**src/lsrc_pkg.sv**
```systemverilog
// Package for the Liang-Barsky segment clipper: widths, register map, payload types.
// No dependencies.
`default_nettype none
package lsrc_pkg;

  localparam int COORD_WIDTH   = 32;
  localparam int FRAC_BITS_DEF = 16;
  localparam int ADDR_WIDTH    = 4;
  localparam int DATA_WIDTH    = 32;

  localparam logic [COORD_WIDTH-1:0] LEFT_RST   = COORD_WIDTH'(0);
  localparam logic [COORD_WIDTH-1:0] TOP_RST    = COORD_WIDTH'(0);
  localparam logic [COORD_WIDTH-1:0] RIGHT_RST  = COORD_WIDTH'(122880);
  localparam logic [COORD_WIDTH-1:0] BOTTOM_RST = COORD_WIDTH'(69120);

  typedef enum logic [1:0] {
    REG_LEFT   = 2'd0,
    REG_TOP    = 2'd1,
    REG_RIGHT  = 2'd2,
    REG_BOTTOM = 2'd3
  } reg_idx_t;

  typedef struct packed {
    logic signed [COORD_WIDTH-1:0] start_x;
    logic signed [COORD_WIDTH-1:0] start_y;
    logic signed [COORD_WIDTH-1:0] end_x;
    logic signed [COORD_WIDTH-1:0] end_y;
  } seg_t;

  typedef struct packed {
    logic                          visible;
    logic signed [COORD_WIDTH-1:0] clipped_start_x;
    logic signed [COORD_WIDTH-1:0] clipped_start_y;
    logic signed [COORD_WIDTH-1:0] clipped_end_x;
    logic signed [COORD_WIDTH-1:0] clipped_end_y;
  } clip_t;

  // per-edge flags carried alongside the divider
  typedef struct packed {
    logic pzero;
    logic pneg;
    logic qneg;
    logic tneg;
  } edge_flags_t;

endpackage
`default_nettype wire

```
**src/lsrc_lerp.sv**
```systemverilog
// Interpolation base + round(t * d): multiply stage, then round and add stage.
// Result is forced to zero when keep is low. Uses lsrc_pkg.
`default_nettype none
module lsrc_lerp
  import lsrc_pkg::*;
#(
  parameter int FRAC_BITS = FRAC_BITS_DEF
) (
  input  wire logic                          clk,
  input  wire logic signed [COORD_WIDTH-1:0] base,
  input  wire logic signed [COORD_WIDTH:0]   d,
  input  wire logic        [FRAC_BITS:0]     t,
  input  wire logic                          keep,
  output logic      signed [COORD_WIDTH-1:0] coord
);

  localparam int W  = COORD_WIDTH;
  localparam int PW = FRAC_BITS + W + 2;

  logic [W:0]            mag;
  logic [PW-1:0]         prod;
  logic                  dneg;
  logic                  keep1;
  logic signed [W-1:0]   base1;
  logic [PW-1:0]         rnd;
  logic [W:0]            r;
  logic [W:0]            sum;

  assign mag = d[W] ? (W+1)'(-d) : d;

  always_ff @(posedge clk) begin
    prod  <= PW'(t) * PW'(mag);
    dneg  <= d[W];
    keep1 <= keep;
    base1 <= base;
  end

  // round half away from zero on the magnitude
  assign rnd = prod + (PW'(1) << (FRAC_BITS - 1));
  assign r   = rnd[FRAC_BITS +: W+1];
  assign sum = dneg ? {base1[W-1], base1} - r : {base1[W-1], base1} + r;

  always_ff @(posedge clk) begin
    coord <= keep1 ? sum[W-1:0] : '0;
  end

endmodule
`default_nettype wire

```
**config.mk**
```make
export PLATFORM = sky130hd
export DESIGN_NAME = lsrc_lerp
export DESIGN_NICKNAME = d
export VERILOG_FILES = /design/src/lsrc_pkg.sv /design/src/lsrc_lerp.sv
export SDC_FILE = /design/constraint.sdc
export NUM_CORES = 1
export LEC_CHECK = 0
export ABC_CLOCK_PERIOD_IN_PS = 10800
export BUFFER_PORTS_ARGS = -buffer_cell sky130_fd_sc_hd__buf_2
export CAP_MARGIN = 40
export CELL_PAD_IN_SITES_DETAIL_PLACEMENT = 2
export CELL_PAD_IN_SITES_GLOBAL_PLACEMENT = 2
export CORE_ASPECT_RATIO = 1.75
export CORE_UTILIZATION = 41
export CTS_CLUSTER_SIZE = 24
export DETAILED_ROUTE_END_ITERATION = 16
export GPL_ROUTABILITY_DRIVEN = 0
export PLACE_DENSITY = 0.83
export SYNTH_ARGS = -nofsm -noshare
export SYNTH_HDL_FRONTEND = slang
export SYNTH_SLANG_ARGS = --single-unit
```
**constraint.sdc**
```tcl
create_clock -name clk -period 10.8 [get_ports clk]
set_input_delay 2.16 -clock clk [delete_from_list [all_inputs] [get_ports clk]]
set_output_delay 2.16 -clock clk [all_outputs]
set_load 0.1 [all_outputs]
```
==> reports/metrics.yaml <==
run_status: "complete, no violations"
h-tree-depth: 3
synth_seq_cells: 99
ys_top_cells_by_count: "529 x inv_1, 462 x fa_1, 378 x nand2_1"
grt_pass1_wl_um: 135000
core_area_um2: 56300
ys_top_cells_by_area: "fa_1 40%, inv_1 8.5%, dfxtp_1 8.5%, ha_1 7.8%, and2_1 6.7%"
die_w_um: 182
synth_area_per_cell_um2: 8.68
fin_nets: 3458
synth_warnings: 0
synth_edf_count: 0
slew_violations: 0
dr_total_vias: 19400
dieArea_um2: 57900
synth_area_um2: 23300
cts_buffer_depth: 2
synthArstFlopShare: 0
setup_viol: 0
hpwl_um: 71800
cts_tree: "done"
fmax_ghz: 0.0979
drt-total-wl_um: 86800
rows: 115
synth_top_area_share: 0.397
yosysTopAreaCell: "fa_1"
area_growth_syn_to_layout_pct: 8.45
fillCellCount: 6205
crit_fanout: 10
drive_above_1_share: 0.0862
critPathArrivalTime_ns: 10.47
crit_path_start_kind: "input pin"
start_util: 0.415
worst_setup_path_end_kind: "flop"
seq_area_frac_synth: 0.0850
clk_latency_ns: 0.37
antenna_found_initial: 1
path_class: "in -> reg"
post_cts_buffers: 0
worstMarginPinSlew_ns: 0.991
avgViaCountPerCell: 5.48
drtAntennaViolNets: 0
clk_pin_slew_worst_paths_ns: 0.08
synth_cell_types: 76
synth.most_common_cell: "inv_1"
post-route-drc-count: 0
regArea_um2: 1980
multi_input_area_um2: 18900
port_buffers: 115
rsz0062_at_grt: "no"
tns_ns: 0
drv_cap: 0
first_global_vias: 23800
synthesis.nets: 3377
ctsResizeCount: 0
root_buffer: "clkbuf_16"
period_needed_ns: 10.21
period_share: 0.945
die_y_um: 317
hold_buffers: 0
hold_viol_final: 0
wire_per_inst_um: 24.6
synthCells: 2686
grt_max_degree: 34
ios: 116
cts_sinks: 99
cts_buffers: 9
critPathRequiredTime_ns: 11.06
grt.overflow.total: 0
hold_class: "reg -> reg"
slew_headroom: 0.339
clock_skew_ns: 0.0100
synth_ff_type: "dfxtp_1"
drt-pass1-iter-count: 5
drt-initial-drc-count: 771
grt_use_total: 0.308
[per-stage QoR]
stage                     utilization  cells  setup WS, ns  cell area [um^2]  hold slack [ns]
after floorplan                     -   2686          1.14             23300            0.516
after global placement          0.442   3505         0.370             24900            0.543
after detailed placement        0.444   3516         0.219             25000            0.552
after CTS                       0.449   3532         0.592             25300            0.578
after global routing            0.449   3533         0.248             25300            0.606
final                           0.450   3535         0.591             25300            0.572
[layout by cell type, fill, tap and decap left out, drive strengths merged, types with 9 or more instances in the layout]
| cell type | instances |
|---|---|
| a21o | 33 |
| a21oi | 65 |
| a31oi | 12 |
| and2 | 251 |
| and3 | 26 |
| buf | 189 |
| clkbuf | 9 |
| dfxtp | 99 |
| fa | 462 |
| ha | 145 |
| inv | 533 |
| nand2 | 378 |
| nand2b | 10 |
| nand3 | 36 |
| nand4 | 17 |
| nor2 | 84 |
| nor2b | 11 |
| nor3 | 27 |
| nor4 | 11 |
| o21ai | 57 |
| o21bai | 12 |
| o31ai | 16 |
| or4 | 12 |
| xnor2 | 110 |
| xor2 | 47 |
[critical path, cell delays in order]
cell,delay [ns]
buf_2,0.14
or4_4,0.58
nor4_4,0.15
buf_4,0.21
nand3_1,0.16
or4_4,0.49
or2_2,0.33
o31ai_1,0.27
xnor2_1,0.41
buf_4,0.32
nand2_1,0.11
fa_1,0.50
fa_1,0.55
fa_1,0.53
inv_1,0.07
fa_1,0.56
fa_1,0.44
fa_1,0.46
ha_1,0.45
a21o_1,0.18
a21o_1,0.13
a21oi_1,0.08
nand2b_1,0.17
a21oi_1,0.23
a32oi_1,0.14
and2_1,0.20
a311o_1,0.32
xnor2_1,0.13
[registers in the layout, summed over array words and instances (netlist names)]
signal  count
keep1       1
coord      32
prod       33
dneg        1
base1      32
[cell families (layout without fill, tap and decap cells)]
logic type      Yosys count  in the layout  synth area share
buf+inv                 649            735             0.106
mux                       7              7           0.00322
flops                    99             99            0.0850
xor+xnor                158            158            0.0599
fa+ha+maj               607            607             0.474
other cells               0              3                 0
compound gates          273            273            0.0795
simple gates            893            893             0.192
[metal layers]
layer  track usage  vias up  wire, um
met4         0.162        0      4790
li1              -     8395         -
met1         0.314    10200     30900
met5             0        -         0
met2         0.607      537     48700
met3        0.0262      259      2390
[worst paths after layout]
kind                 start         to  slack [ns]  depth (start not counted)
setup / recovery      d[3]   prod[47]        0.59                         28
hold reg to reg   base1[0]   coord[0]        0.57                          3
setup reg to reg  prod[16]  coord[28]        4.83                         15
hold / removal    base1[0]   coord[0]        0.57                          3
[final cells by class]
| type | count | area share |
|---|---|---|
| Clock inverter | 7 | 0.00267 |
| Tap cell | 760 | 0.0376 |
| Timing Repair Buffer | 189 | 0.0461 |
| Inverter | 530 | 0.0787 |
| Sequential cell | 99 | 0.0784 |
| Clock buffer | 9 | 0.00891 |
| Antenna cell | 3 | 0.000297 |
| Multi-Input combinational cell | 1938 | 0.747 |
Power is left out: the tool's default activity adds up to more than one toggle a clock period on the data nets, which glitch-free logic cannot reach.
