### config.mk
export PLATFORM = sky130hd
export DESIGN_NAME = lsrc_div
export DESIGN_NICKNAME = d
export VERILOG_FILES = /design/src/lsrc_pkg.sv /design/src/lsrc_div.sv
export SDC_FILE = /design/constraint.sdc
export NUM_CORES = 2
export LEC_CHECK = 0
export BUFFER_PORTS_ARGS = -buffer_cell sky130_fd_sc_hd__buf_2
export CORE_UTILIZATION = 69
export DETAILED_ROUTE_END_ITERATION = 10
export PLACE_DENSITY = 0.95
export SLEW_MARGIN = 20
export SYNTH_ARGS = -nofsm -noshare
export SYNTH_HDL_FRONTEND = slang
export SYNTH_SLANG_ARGS = --single-unit
### constraint.sdc
create_clock -name clk -period 7.9 [get_ports clk]
set_input_delay 0.79 -clock clk [delete_from_list [all_inputs] [get_ports clk]]
set_output_delay 0.79 -clock clk [all_outputs]
set_load 0.005 [all_outputs]
### src/lsrc_pkg.sv
// Package for the Liang-Barsky segment clipper: widths, register map, payload types.
// No dependencies.
`default_nettype none
package lsrc_pkg;

  localparam int COORD_WIDTH   = 32;
  localparam int FRAC_BITS_DEF = 16;
  localparam int ADDR_WIDTH    = 4;
  localparam int DATA_WIDTH    = 32;

  localparam logic [COORD_WIDTH-1:0] LEFT_RST   = COORD_WIDTH'(0);
  localparam logic [COORD_WIDTH-1:0] TOP_RST    = COORD_WIDTH'(0);
  localparam logic [COORD_WIDTH-1:0] RIGHT_RST  = COORD_WIDTH'(122880);
  localparam logic [COORD_WIDTH-1:0] BOTTOM_RST = COORD_WIDTH'(69120);

  typedef enum logic [1:0] {
    REG_LEFT   = 2'd0,
    REG_TOP    = 2'd1,
    REG_RIGHT  = 2'd2,
    REG_BOTTOM = 2'd3
  } reg_idx_t;

  typedef struct packed {
    logic signed [COORD_WIDTH-1:0] start_x;
    logic signed [COORD_WIDTH-1:0] start_y;
    logic signed [COORD_WIDTH-1:0] end_x;
    logic signed [COORD_WIDTH-1:0] end_y;
  } seg_t;

  typedef struct packed {
    logic                          visible;
    logic signed [COORD_WIDTH-1:0] clipped_start_x;
    logic signed [COORD_WIDTH-1:0] clipped_start_y;
    logic signed [COORD_WIDTH-1:0] clipped_end_x;
    logic signed [COORD_WIDTH-1:0] clipped_end_y;
  } clip_t;

  // per-edge flags carried alongside the divider
  typedef struct packed {
    logic pzero;
    logic pneg;
    logic qneg;
    logic tneg;
  } edge_flags_t;

endpackage
`default_nettype wire

### src/lsrc_div.sv
// Pipelined restoring divider: floor(num * 2^FRAC_BITS / den), saturated at 2^(FRAC_BITS+1).
// One quotient bit per stage, FRAC_BITS+1 stages. Uses lsrc_pkg.
`default_nettype none
module lsrc_div
  import lsrc_pkg::*;
#(
  parameter int MAG_W     = COORD_WIDTH + 1,
  parameter int FRAC_BITS = FRAC_BITS_DEF
) (
  input  wire logic                 clk,
  input  wire logic [MAG_W-1:0]     num,
  input  wire logic [MAG_W-1:0]     den,
  output logic      [FRAC_BITS+1:0] quo
);

  localparam int STAGES = FRAC_BITS + 1;
  localparam int REM_W  = MAG_W + 1;

  logic [REM_W-1:0]   rem   [STAGES];
  logic [MAG_W-1:0]   den_s [STAGES];
  logic [FRAC_BITS:0] q_s   [STAGES];
  logic               sat_s [STAGES];

  // integer bit and saturation check
  always_ff @(posedge clk) begin
    den_s[0] <= den;
    sat_s[0] <= {1'b0, num} >= {den, 1'b0};
    if (num >= den) begin
      rem[0] <= {1'b0, num - den};
      q_s[0] <= (FRAC_BITS+1)'(1);
    end else begin
      rem[0] <= {1'b0, num};
      q_s[0] <= '0;
    end
  end

  for (genvar k = 1; k < STAGES; k++) begin : g_step
    logic [REM_W-1:0] rem2;
    logic             bit_q;
    assign rem2  = {rem[k-1][REM_W-2:0], 1'b0};
    assign bit_q = rem2 >= {1'b0, den_s[k-1]};
    always_ff @(posedge clk) begin
      den_s[k] <= den_s[k-1];
      sat_s[k] <= sat_s[k-1];
      rem[k]   <= bit_q ? rem2 - {1'b0, den_s[k-1]} : rem2;
      q_s[k]   <= {q_s[k-1][FRAC_BITS-1:0], bit_q};
    end
  end

  assign quo = sat_s[STAGES-1] ? {1'b1, {(FRAC_BITS+1){1'b0}}} : {1'b0, q_s[STAGES-1]};

endmodule
`default_nettype wire

==> summary.md <==
| Metric | Value |
|---|---|
| Outcome | finished, final reports clean |
| Fraction of layout instances using a drive strength above 1 | 0.0758 |
| DRC Markers | 0 |
| CP max-delay cell | a31oi_1 |
| Clock transition at the registers of the reported paths | around 70 ps |
| Overflow left after global routing | 0 |
| Relative slew slack | 0.216 |
| Synth Instances | ~6,800 |
| Worst-Margin Slew | between 1000 and 1500 ps |
| Drt pass-1 iters | 7 |
| Area of the multi-input gates | between 30,000 and 40,000 µm² |
| Reg2reg path depth | 12 |
| Clock Tree Buf Depth | 3 |
| Routed vias/inst | ~6.1 |
| Library cells used by synthesis | 86 |
| Clk root buf | clkbuf_16 |
| Hold Crit Endpoint | den_s[0][6]$_DFF_P_ |
| Syn avg cell area | 8.98 µm² |
| Crit path largest cell delay | approximately 850 ps |
| Storage cell area | between 20,000 and 25,000 µm² |
| Worst R2R Setup Slack | 2840 ps |
| Detailed Route WL | 149 mm |
| Req. time, crit path | roughly 8500 ps |
| Clk_skew | between 50 and 60 ps |
| Vias in the first global route | between 50,000 and 60,000 |
| Final setup TNS | 0 ps |
| Die Wd | 299 µm |
| Crit path kind | register to register |
| P_leak | 31.5 nW |
| CTS Buf Count | about 120 |
| Crit path DAT | 5630 ps |
| Final GP Congestion | roughly 1 |
| VDD IR-drop max | roughly 0.30 mV |
| HPWL after detailed placement | around 110 mm |
| Starting density of the core | 0.698 |
| Total power | between 0.03 and 0.04 W |
| Worst r2r src | den_s[0][68]$_DFF_P_ |
| Warning count from the yosys run | 0 |
| CTS tree | yes |
| Nets | about 7,500 |
| CTS HTree Levels | 3 |
| Pin count of the biggest net entering global routing | 67 |
| Fin crit share | 0.640 |
| Hold_buf cts | 0 |
| Initial antenna violation count | 0 |
| FP Rows | between 100 and 150 |
| Wire per inst | about 18 µm |
| Final setup viols | 0 |
| Global Route Usage Sum | 0.326 |
| Global-route wire length before repair | between 200 and 250 mm |
| Crit-path max FO | between 50 and 60 |
| Max-cap violations | 0 |
| Fmax | about 0.20 GHz |
| Fillers | a little under 6,000 |
| Hold Crit Class | input port to register |
| Port bufs | 84 |
| Max-slew violation count | 0 |
| Post-synth EDFFs | 0 |
| Core ar. | approximately 87,000 µm² |
| Min Hold Slack | roughly 170 ps |
| Cell Chain, Critical Path | inv_1 -> ha_1 -> nor2b_1 -> o21a_1 -> o21ai_0 -> a21oi_1 -> a31o_2 -> o41ai_1 -> a21oi_1 -> a31oi_1 -> inv_2 -> mux2_1 |
| Die Height | about 300 µm |
| Pwr dens | ~470 nW/µm² |
| Final hold vios | 0 |
| Clock latency on the worst-skew pair | between 700 and 800 ps |
| Crit path top cell by count | a21oi_1 |
| DIE AREA | ~90,000 µm² |
| Vias | slightly below 50,000 |
| R2R Path End | rem[0][134]$_DFF_P_ |
| RSZ-0062 raised after global routing | false |
| Hold_sp | den[6] |
| Mapped Area | 60,800 µm² |
| Seq/Total Area, Yosys | 0.404 |
| Initial DRC count | ~3,500 |
| Final Critical Period | 5060 ps |
| Synthesis-stage register bit count | ~1,200 |
| CP Launch Type | register |
| Routed Antenna Nets | 0 |
| Synthesized net count | 7,445 |
| Crit path capture type | register |
| CTS resizes | 0 |
| Worst hold stages | 1 |
| Area Overhead vs Synth | 9.08% |
| I/O pin count | 85 |
| Asr flop ratio synth | 0 |
| Setup bufs post-CTS | 0 |
| Top FF cell, synth | dfxtp_1 |
| ANT cells | 0 |
| Clock sink count | ~1,200 |
## registers in the layout (all words and copies together), names as in the netlist
register and flops:
q_s 153, rem 528, sat_s 17, den_s 528
## how the worst max path moves through the flow
stage,start,to,slack (ps),depth (start not counted)
global placement,den_s[0][167]$_DFF_P_,rem[0][209]$_DFF_P_,3090,13
detailed placement,den_s[0][167]$_DFF_P_,rem[0][220]$_DFF_P_,3010,13
finish,den_s[0][68]$_DFF_P_,rem[0][134]$_DFF_P_,2840,12
CTS,den_s[0][167]$_DFF_P_,rem[0][227]$_DFF_P_,2930,13
global route,den_s[0][167]$_DFF_P_,rem[0][227]$_DFF_P_,2630,13
floorplan,den[18],rem[0][3]$_DFF_P_,4410,14
## per-layer routing
| layer | GRT usage | part of all wire |
|---|---|---|
| met3 | 0.0363 | 0.038 |
| met1 | 0.293 | 0.35 |
| met4 | 0.264 | 0.083 |
| met2 | 0.646 | 0.53 |
| met5 | 0 | 0 |
## layout by cell type (no fill, tap or decap), drive strengths merged, types with 65 or more instances in the layout
master  count
dfxtp    1226
inv       710
ha        592
a21oi     553
o21ai     496
nand2     489
nor2      364
a21o      316
xnor2     265
mux2      174
clkbuf    173
xor2      168
nand3     119
nor2b     105
buf       103
nand4      96
nor3       90
o21bai     78
nand2b     77
o21a       65
## synthesized netlist by cell type, drive strengths merged, types with 27 or more instances
master | n | share of area
a21oi | 553 | 0.046
nand2 | 489 | 0.030
nand4 | 96 | 0.0099
a211oi | 40 | 0.0052
mux2 | 174 | 0.033
xor2 | 168 | 0.024
nand2b | 77 | 0.0079
o21ai | 496 | 0.041
clkbuf | 150 | 0.0093
and3 | 49 | 0.0050
ha | 592 | 0.12
nor2b | 105 | 0.011
xnor2 | 265 | 0.038
o211ai | 32 | 0.0041
a31oi | 62 | 0.0064
nor2 | 364 | 0.022
and2 | 32 | 0.0033
a21o | 316 | 0.039
nand3 | 119 | 0.0098
dfxtp | 1226 | 0.40
or3 | 27 | 0.0028
o21bai | 78 | 0.0096
nor3 | 90 | 0.0074
o31ai | 49 | 0.0061
o21a | 65 | 0.0080
a21boi | 28 | 0.0035
inv | 706 | 0.044
## power by group
part           switching (W)  total [W]  internal [W]
Sequential           0.00106    0.00933       0.00826
Combinational        0.00931     0.0162       0.00694
Clock                0.00248    0.00585       0.00337
Total                 0.0129     0.0314        0.0186
## kinds of logic (layout without fill, tap and decap cells)
logic type                 count (synthesis)  in the layout  share of synthesized area
buffers and inverters                    882           1036                     0.0553
muxes                                    181            181                     0.0345
DFF                                     1226           1226                      0.404
AOI/OAI and AO/OA                       1901           1901                      0.196
adders and majority gates                608            608                      0.127
xor gates and xnor gates                 433            433                     0.0624
and+or+nand+nor                         1539           1539                      0.121
## cell type report
type                    count  share of cell area
multi-input cells        4662               0.497
flip-flops and latches   1226               0.370
clock buffers             173              0.0524
inverters                 707              0.0400
well taps                1155              0.0218
clock inverters            53              0.0101
repair buffers            103             0.00849
## metrics by stage
stage          setup WS, ps  cells  instance area, µm²   util
2_1_floorplan          4410   6770               60800      -
3_3_place_gp           3090   7853               62200  0.714
3_5_place_dp           3010   7853               62200  0.714
4_1_cts                2930   8079               66300  0.762
5_1_grt                2630   8079               66300  0.762
6_report               2840   8079               66300  0.762
## worst max-delay path, delay by kind of cell (launching register included)
family,cells,cell delay (ps)
mux,1,490
buf+inv,2,780
flops,1,400
simple gates,1,160
fa+ha+maj,1,350
compound gates,7,2720
Power figures use the tool's default switching activity.
