[src/lsrc_pkg.sv]
// Package for the Liang-Barsky segment clipper: widths, register map, payload types.
// No dependencies.
`default_nettype none
package lsrc_pkg;

  localparam int COORD_WIDTH   = 32;
  localparam int FRAC_BITS_DEF = 16;
  localparam int ADDR_WIDTH    = 4;
  localparam int DATA_WIDTH    = 32;

  localparam logic [COORD_WIDTH-1:0] LEFT_RST   = COORD_WIDTH'(0);
  localparam logic [COORD_WIDTH-1:0] TOP_RST    = COORD_WIDTH'(0);
  localparam logic [COORD_WIDTH-1:0] RIGHT_RST  = COORD_WIDTH'(122880);
  localparam logic [COORD_WIDTH-1:0] BOTTOM_RST = COORD_WIDTH'(69120);

  typedef enum logic [1:0] {
    REG_LEFT   = 2'd0,
    REG_TOP    = 2'd1,
    REG_RIGHT  = 2'd2,
    REG_BOTTOM = 2'd3
  } reg_idx_t;

  typedef struct packed {
    logic signed [COORD_WIDTH-1:0] start_x;
    logic signed [COORD_WIDTH-1:0] start_y;
    logic signed [COORD_WIDTH-1:0] end_x;
    logic signed [COORD_WIDTH-1:0] end_y;
  } seg_t;

  typedef struct packed {
    logic                          visible;
    logic signed [COORD_WIDTH-1:0] clipped_start_x;
    logic signed [COORD_WIDTH-1:0] clipped_start_y;
    logic signed [COORD_WIDTH-1:0] clipped_end_x;
    logic signed [COORD_WIDTH-1:0] clipped_end_y;
  } clip_t;

  // per-edge flags carried alongside the divider
  typedef struct packed {
    logic pzero;
    logic pneg;
    logic qneg;
    logic tneg;
  } edge_flags_t;

endpackage
`default_nettype wire

[src/lsrc_delay.sv]
// Fixed-depth delay line for side data that travels with the divider.
// Uses lsrc_pkg for defaults only.
`default_nettype none
module lsrc_delay
  import lsrc_pkg::*;
#(
  parameter int WIDTH = COORD_WIDTH,
  parameter int DEPTH = FRAC_BITS_DEF + 1
) (
  input  wire logic             clk,
  input  wire logic [WIDTH-1:0] din,
  output logic      [WIDTH-1:0] dout
);

  logic [WIDTH-1:0] taps [DEPTH];

  always_ff @(posedge clk) begin
    taps[0] <= din;
    for (int i = 1; i < DEPTH; i++) begin
      taps[i] <= taps[i-1];
    end
  end

  assign dout = taps[DEPTH-1];

endmodule
`default_nettype wire

[config.mk]
export PLATFORM = sky130hd
export DESIGN_NAME = lsrc_delay
export DESIGN_NICKNAME = d
export VERILOG_FILES = /design/src/lsrc_pkg.sv /design/src/lsrc_delay.sv
export SDC_FILE = /design/constraint.sdc
export NUM_CORES = 1
export LEC_CHECK = 0
export BUFFER_PORTS_ARGS = -buffer_cell sky130_fd_sc_hd__buf_2
export CAP_MARGIN = 20
export CORE_MARGIN = 2
export CORE_UTILIZATION = 26
export DETAILED_ROUTE_END_ITERATION = 8
export PLACE_DENSITY_LB_ADDON = 0.2
export SLEW_MARGIN = 15
export SYNTH_ARGS = -nofsm -noshare
export SYNTH_HDL_FRONTEND = slang
export SYNTH_SLANG_ARGS = --single-unit
[constraint.sdc]
create_clock -name clk -period 0.8 [get_ports clk]
set_input_delay 0.24 -clock clk [delete_from_list [all_inputs] [get_ports clk]]
set_output_delay 0.24 -clock clk [all_outputs]
set_load 0.02 [all_outputs]
==> impl_metrics.toml, run 1 <==
[synth]
postSynthAreaPerCell_sq_um = 20.02
synth-compound-area-share_pct = 0
synth-xor-area-share_pct = 0
yosys.area.top_type_share_pct = 100.0
ys_ff_latch = 544
synthCells = 544
synthMuxAreaShare_pct = 0
synthTopCellsByArea = "dfxtp_1 (100%)"
seq_area_frac_synth_pct = 100.0
syn_nets = 577
synth_fa_ha_area_share_pct = 0
syn_area_sq_mm = 0.01089
synth_cell_types = 1
synthSimpleGateAreaFrac_pct = 0
yosys_warnings = 0
synth_top_area_cell = "dfxtp_1"

[power_and_ir_drop]
cellLeakagePower_nw = 5.920
comb_power_share_pct = 0.9
power_switching_mw = 10.01
clkPwrFrac_pct = 45.8
p_int_mw = 44.17
power_density_mw_per_mm2 = 3804
netSwitchingFraction_pct = 18.47
vdd_drop_max_mv = 1.389
power_frac_seq_pct = 53.3
finalPower_mw = 54.18

[clocking]
clockBufferDepth = 3
cts.clk_slew.worst_paths_ps = 60
numCtsBuffers = 51
cts_root_buf = "clkbuf_16"
clk_latency_ps = 550
post_cts_buffers = 0
cts.sinks = 544
cts_tree = "done"
htreeDepth = 2

[worst_setup_path]
r2r_slack_ps = 390
cp_max_fo = 1
critPathRequiredTime_ps = 560
crit_arrival_ps = 980
reg2reg_depth = 0
crit_type = "reg2out"
crit_family = "flip-flops"
crit_chain = "buf_6"
crit_end = "dout[8]"
r2r_start = "taps[0][21]"
critPathSlowestCell = "dfxtp_2"
startpoint = "taps[16][8]"
crit_cells = 1
critPathBufInv = 1
reg2reg_to = "taps[1][21]"
end_kind = "output port"
cp_slowest_stage_delay_ps = 320
startpoint_type = "flip-flop"

[finish]
nMultiInputCombCells = 0
largest_reg_flops = 544
final_cell_mix = "dfxtp_1 (512), clkbuf_16 (53)"
instances_no_fill = 1265
multiInputGateArea_sq_um = 0
largestRegisters = "taps (544)"
diodes = 0
top_register = "taps"
nNetsFinal = 726
synthToLayoutAreaGrowth_pct = 30.77
design_area_sq_mm = 0.01424
final_common_cell = "dfxtp_1"
seqCellArea_sq_mm = 0.01093
drive_gt1_share_pct = 24.97
n_fill_cell = 3919

[global_routing]
grt_pass1_wl_mm = 17.08
grt_pass1_vias = 3527
busiest_layer = "met1"
grt_use_met3_pct = 2.344
overflow = 0
grt_antenna_before_repair = 0
met2_usage_pct = 6.009
gr-usage-all-layers_pct = 4.841
grt_start_max_net_pins = 16
use_met1_pct = 6.112

[timing]
hold_violations = 0
finalMaxSlewViolations = 0
period_needed_ps = 1222
max_freq_mhz = 818.1
max_slew_margin_pct = 89.98
finalSetupViolCount = 32
tightest_slew_ps = 150.4
fin_crit_sh_pct = 152.8
skew_ps = 12.36
rsz0062_at_grt = "yes"
hold_ws_ps = 318.2
layout_setup_ws_ps = -422.3

[route]
dr.first_iter.drc_count = 127
totalWireLength_mm = 10.33
first_pass_iters = 3
postRouteAntennaNets = 0
via_per_inst = 2.699
wl_per_cell_um = 8.168
drcViolationCount = 0
vias = 3414

[die]
start_util_pct = 26.49
dieArea_sq_mm = 0.04354
rows = 74
die_h_um = 208.7
ios = 65
core-area_sq_mm = 0.04111
die_x_um = 208.7

[place]
hpwl_mm = 4.683
place_area_sq_mm = 0.01188
dpl_worst_slack_ps = 95.90
port_buffers = 64
place_inst = 1140
routabilityCongestion = 0.5637

[run_status]
violations = "negative setup slack"
status = "finished with violations"

[flow_run]
maxCapViolCount = 0

[worst_hold_path]
min_path_cells = 0
hold_path_class = "reg2reg"
how the worst min path moves through the flow:
stage                 start            to
6_report        taps[7][14]   taps[8][14]
5_1_grt             din[28]   taps[0][28]
4_1_cts             din[16]   taps[0][16]
3_5_place_dp    taps[9][10]  taps[10][10]
3_3_place_gp   taps[10][18]  taps[11][18]
2_1_floorplan        din[0]    taps[0][0]
through the flow:
step	utilization [%]	TNS, ps
floorplan	-	0
global placement	28.89	0
detailed placement	28.89	0
CTS	34.64	-14700
global route	34.64	-14860
finish	34.64	-13200
layer usage:
layer	vias up	part of all wire (%)
met5	-	0
met4	0	6.1
met3	56	8.4
met2	97	35
met1	1283	51
li1	1978	-
power groups by stage:
stage / clock [mW] / sequential (mW) / combinational (mW)
2_1_floorplan: 0 / 29.4 / 0
5_1_grt: 26.9 / 29.0 / 0.519
3_5_place_dp: 0 / 29.5 / 0.276
4_1_cts: 25.8 / 28.9 / 0.493
6_report: 24.8 / 28.9 / 0.491
3_3_place_gp: 0 / 29.4 / 0.269
cell families (layout without fill, tap and decap cells):
| group | after synthesis | count (layout) |
|---|---|---|
| buffers and inverters | 0 | 189 |
| flip-flops | 544 | 544 |
synthesized netlist by cell type:
library cell / count
dfxtp_1: 544
what timing repair did:
action	4_1_cts	5_1_grt
hold buffers	32	0
endpoints found under the setup margin	32	32
gates resized for setup	96	0
pin swaps	0	0
endpoints found under the hold margin	32	0
cell type report:
type                  instances  share of cell area [%]
clock buffer                 69                   10.44
timing repair buffer         96                   5.904
sequential                  544                   76.75
clock inverter               24                   2.232
tap                         532                   4.674
No activity file was read; power rests on OpenSTA's default activity.
==> inputs of run 2 (changes only) <==
--- a/config.mk
+++ b/config.mk
@@ -9,6 +9,7 @@
 export CAP_MARGIN = 20
 export CORE_MARGIN = 2
 export CORE_UTILIZATION = 26
+export CTS_BUF_LIST = sky130_fd_sc_hd__clkbuf_16
 export DETAILED_ROUTE_END_ITERATION = 8
 export PLACE_DENSITY_LB_ADDON = 0.2
 export SLEW_MARGIN = 15
==> run 2 against run 1 <==
Effect of this change: the flow still finishes with violations (negative setup slack); highest routed layer unchanged; cell area shrank 0.70%; setup slack is essentially flat; routed wire length is 0.33% lower; critical endpoint unchanged; via count is essentially flat; global-route usage about the same.
==> impl_metrics.toml, run 2 (synthesized netlist as in run 1, its figures left out) <==
[worst_setup_path]
cp_max_fo = 1
critPathSlowestCell = "dfxtp_2"
crit_end = "dout[8]"
startpoint = "taps[16][8]"
r2r_start = "taps[0][21]"
startpoint_type = "flip-flop"
r2r_slack_ps = 390
cp_slowest_stage_delay_ps = 320
reg2reg_to = "taps[1][21]"
end_kind = "output port"
crit_cells = 1
critPathBufInv = 1
crit_family = "flip-flops"
crit_type = "reg2out"
crit_arrival_ps = 980
critPathRequiredTime_ps = 560
reg2reg_depth = 0
crit_chain = "buf_6"

[finish]
nMultiInputCombCells = 0
largest_reg_flops = 544
final_cell_mix = "dfxtp_1 (512), clkbuf_16 (53)"
nNetsFinal = 726
instances_no_fill = 1265
drive_gt1_share_pct = 23.60
final_common_cell = "dfxtp_1"
largestRegisters = "taps (544)"
synthToLayoutAreaGrowth_pct = 29.85
multiInputGateArea_sq_um = 0
diodes = 0
top_register = "taps"

[die]
start_util_pct = 26.49
dieArea_sq_mm = 0.04354
core-area_sq_mm = 0.04111
ios = 65
rows = 74
die_x_um = 208.7
die_h_um = 208.7

[run_status]
violations = "negative setup slack"
status = "finished with violations"

[clocking]
htreeDepth = 2
cts_root_buf = "clkbuf_16"
cts.clk_slew.worst_paths_ps = 60
numCtsBuffers = 51
clockBufferDepth = 3
cts_tree = "done"
cts.sinks = 544
clk_latency_ps = 550
post_cts_buffers = 0

[timing]
tightest_slew_ps = 150.3
max_freq_mhz = 818.1
fin_crit_sh_pct = 152.8
period_needed_ps = 1222
fin_tns_setup_ps = -13210
max_slew_margin_pct = 89.98
finalSetupViolCount = 32
hold_ws_ps = 319.0
hold_violations = 0
layout_setup_ws_ps = -422.3
finalMaxSlewViolations = 0
skew_ps = 11.49
rsz0062_at_grt = "yes"

[place]
port_buffers = 64
dpl_worst_slack_ps = 95.90
routabilityCongestion = 0.5637
hpwl_mm = 4.683
place_inst = 1140

[route]
first_pass_iters = 3
vias = 3415
drcViolationCount = 0
met3_length_um = 866
totalWireLength_mm = 10.30
dr.first_iter.drc_count = 119
wl_met1_mm = 5.231
top_layer = "met4"
via_per_inst = 2.700
wl_per_cell_um = 8.142
postRouteAntennaNets = 0
wl_met2_mm = 3.567

[power_and_ir_drop]
power_density_mw_per_mm2 = 3755
vdd_drop_max_mv = 1.388
finalPower_mw = 53.09
cellLeakagePower_nw = 5.888

[global_routing]
grt_start_max_net_pins = 16
overflow = 0
gr-usage-all-layers_pct = 4.831
grt_pass1_vias = 3510
grt_pass1_wl_mm = 17.03
grt_antenna_before_repair = 0

[worst_hold_path]
hold_path_class = "reg2reg"

[flow_run]
maxCapViolCount = 0
[run 2: cell count changes in the layout (fill, tap and decap cells not counted), sizes merged]
cell    change
inv         +6
clkbuf     -16
clkinv     +10
[run 2: area by class of cell]
class | count | area, sq um
clock buffers | 53 | 1326
clock inverters | 40 | 377.9
fillers | 3932 | 26970
flip-flops and latches | 544 | 10930
well taps | 532 | 665.6
repair buffers | 96 | 840.8
[run 2: report_power, final]
part | internal [mW] | leakage (nW) | switching, mW
clock network | 14.3 | 0.844 | 9.48
registers | 28.6 | 4.59 | 0.304
logic | 0.310 | 0.453 | 0.181
total | 43.1 | 5.89 | 9.97
[run 2: layer usage]
metal / up-vias / track usage, %
met5: - / 0
met4: 0 / 4.236
met3: 56 / 2.344
met2: 96 / 5.985
met1: 1284 / 6.101
li1: 1979 / -
[run 2: worst min path at each step]
stage | start | endpoint | slack, ps | cells after the start
global placement | taps[10][18] | taps[11][18] | 310 | 0
finish | taps[7][14] | taps[8][14] | 320 | 0
global route | din[28] | taps[0][28] | 300 | 2
CTS | din[28] | taps[0][28] | 280 | 2
detailed placement | taps[9][10] | taps[10][10] | 310 | 0
floorplan | din[0] | taps[0][0] | 270 | 0
[run 2: timing repair]
item                                   4_1_cts  5_1_grt
setup endpoints to repair                   32       32
hold buffers                                32        0
gates resized for setup                     96        0
endpoints found under the hold margin       32        0
[run 2: metrics by stage]
step / utilization (%) / area (sq um)
3_5_place_dp: 28.89 / 11880
2_1_floorplan: - / 10890
5_1_grt: 34.40 / 14140
3_3_place_gp: 28.89 / 11880
6_report: 34.40 / 14140
4_1_cts: 34.40 / 14140
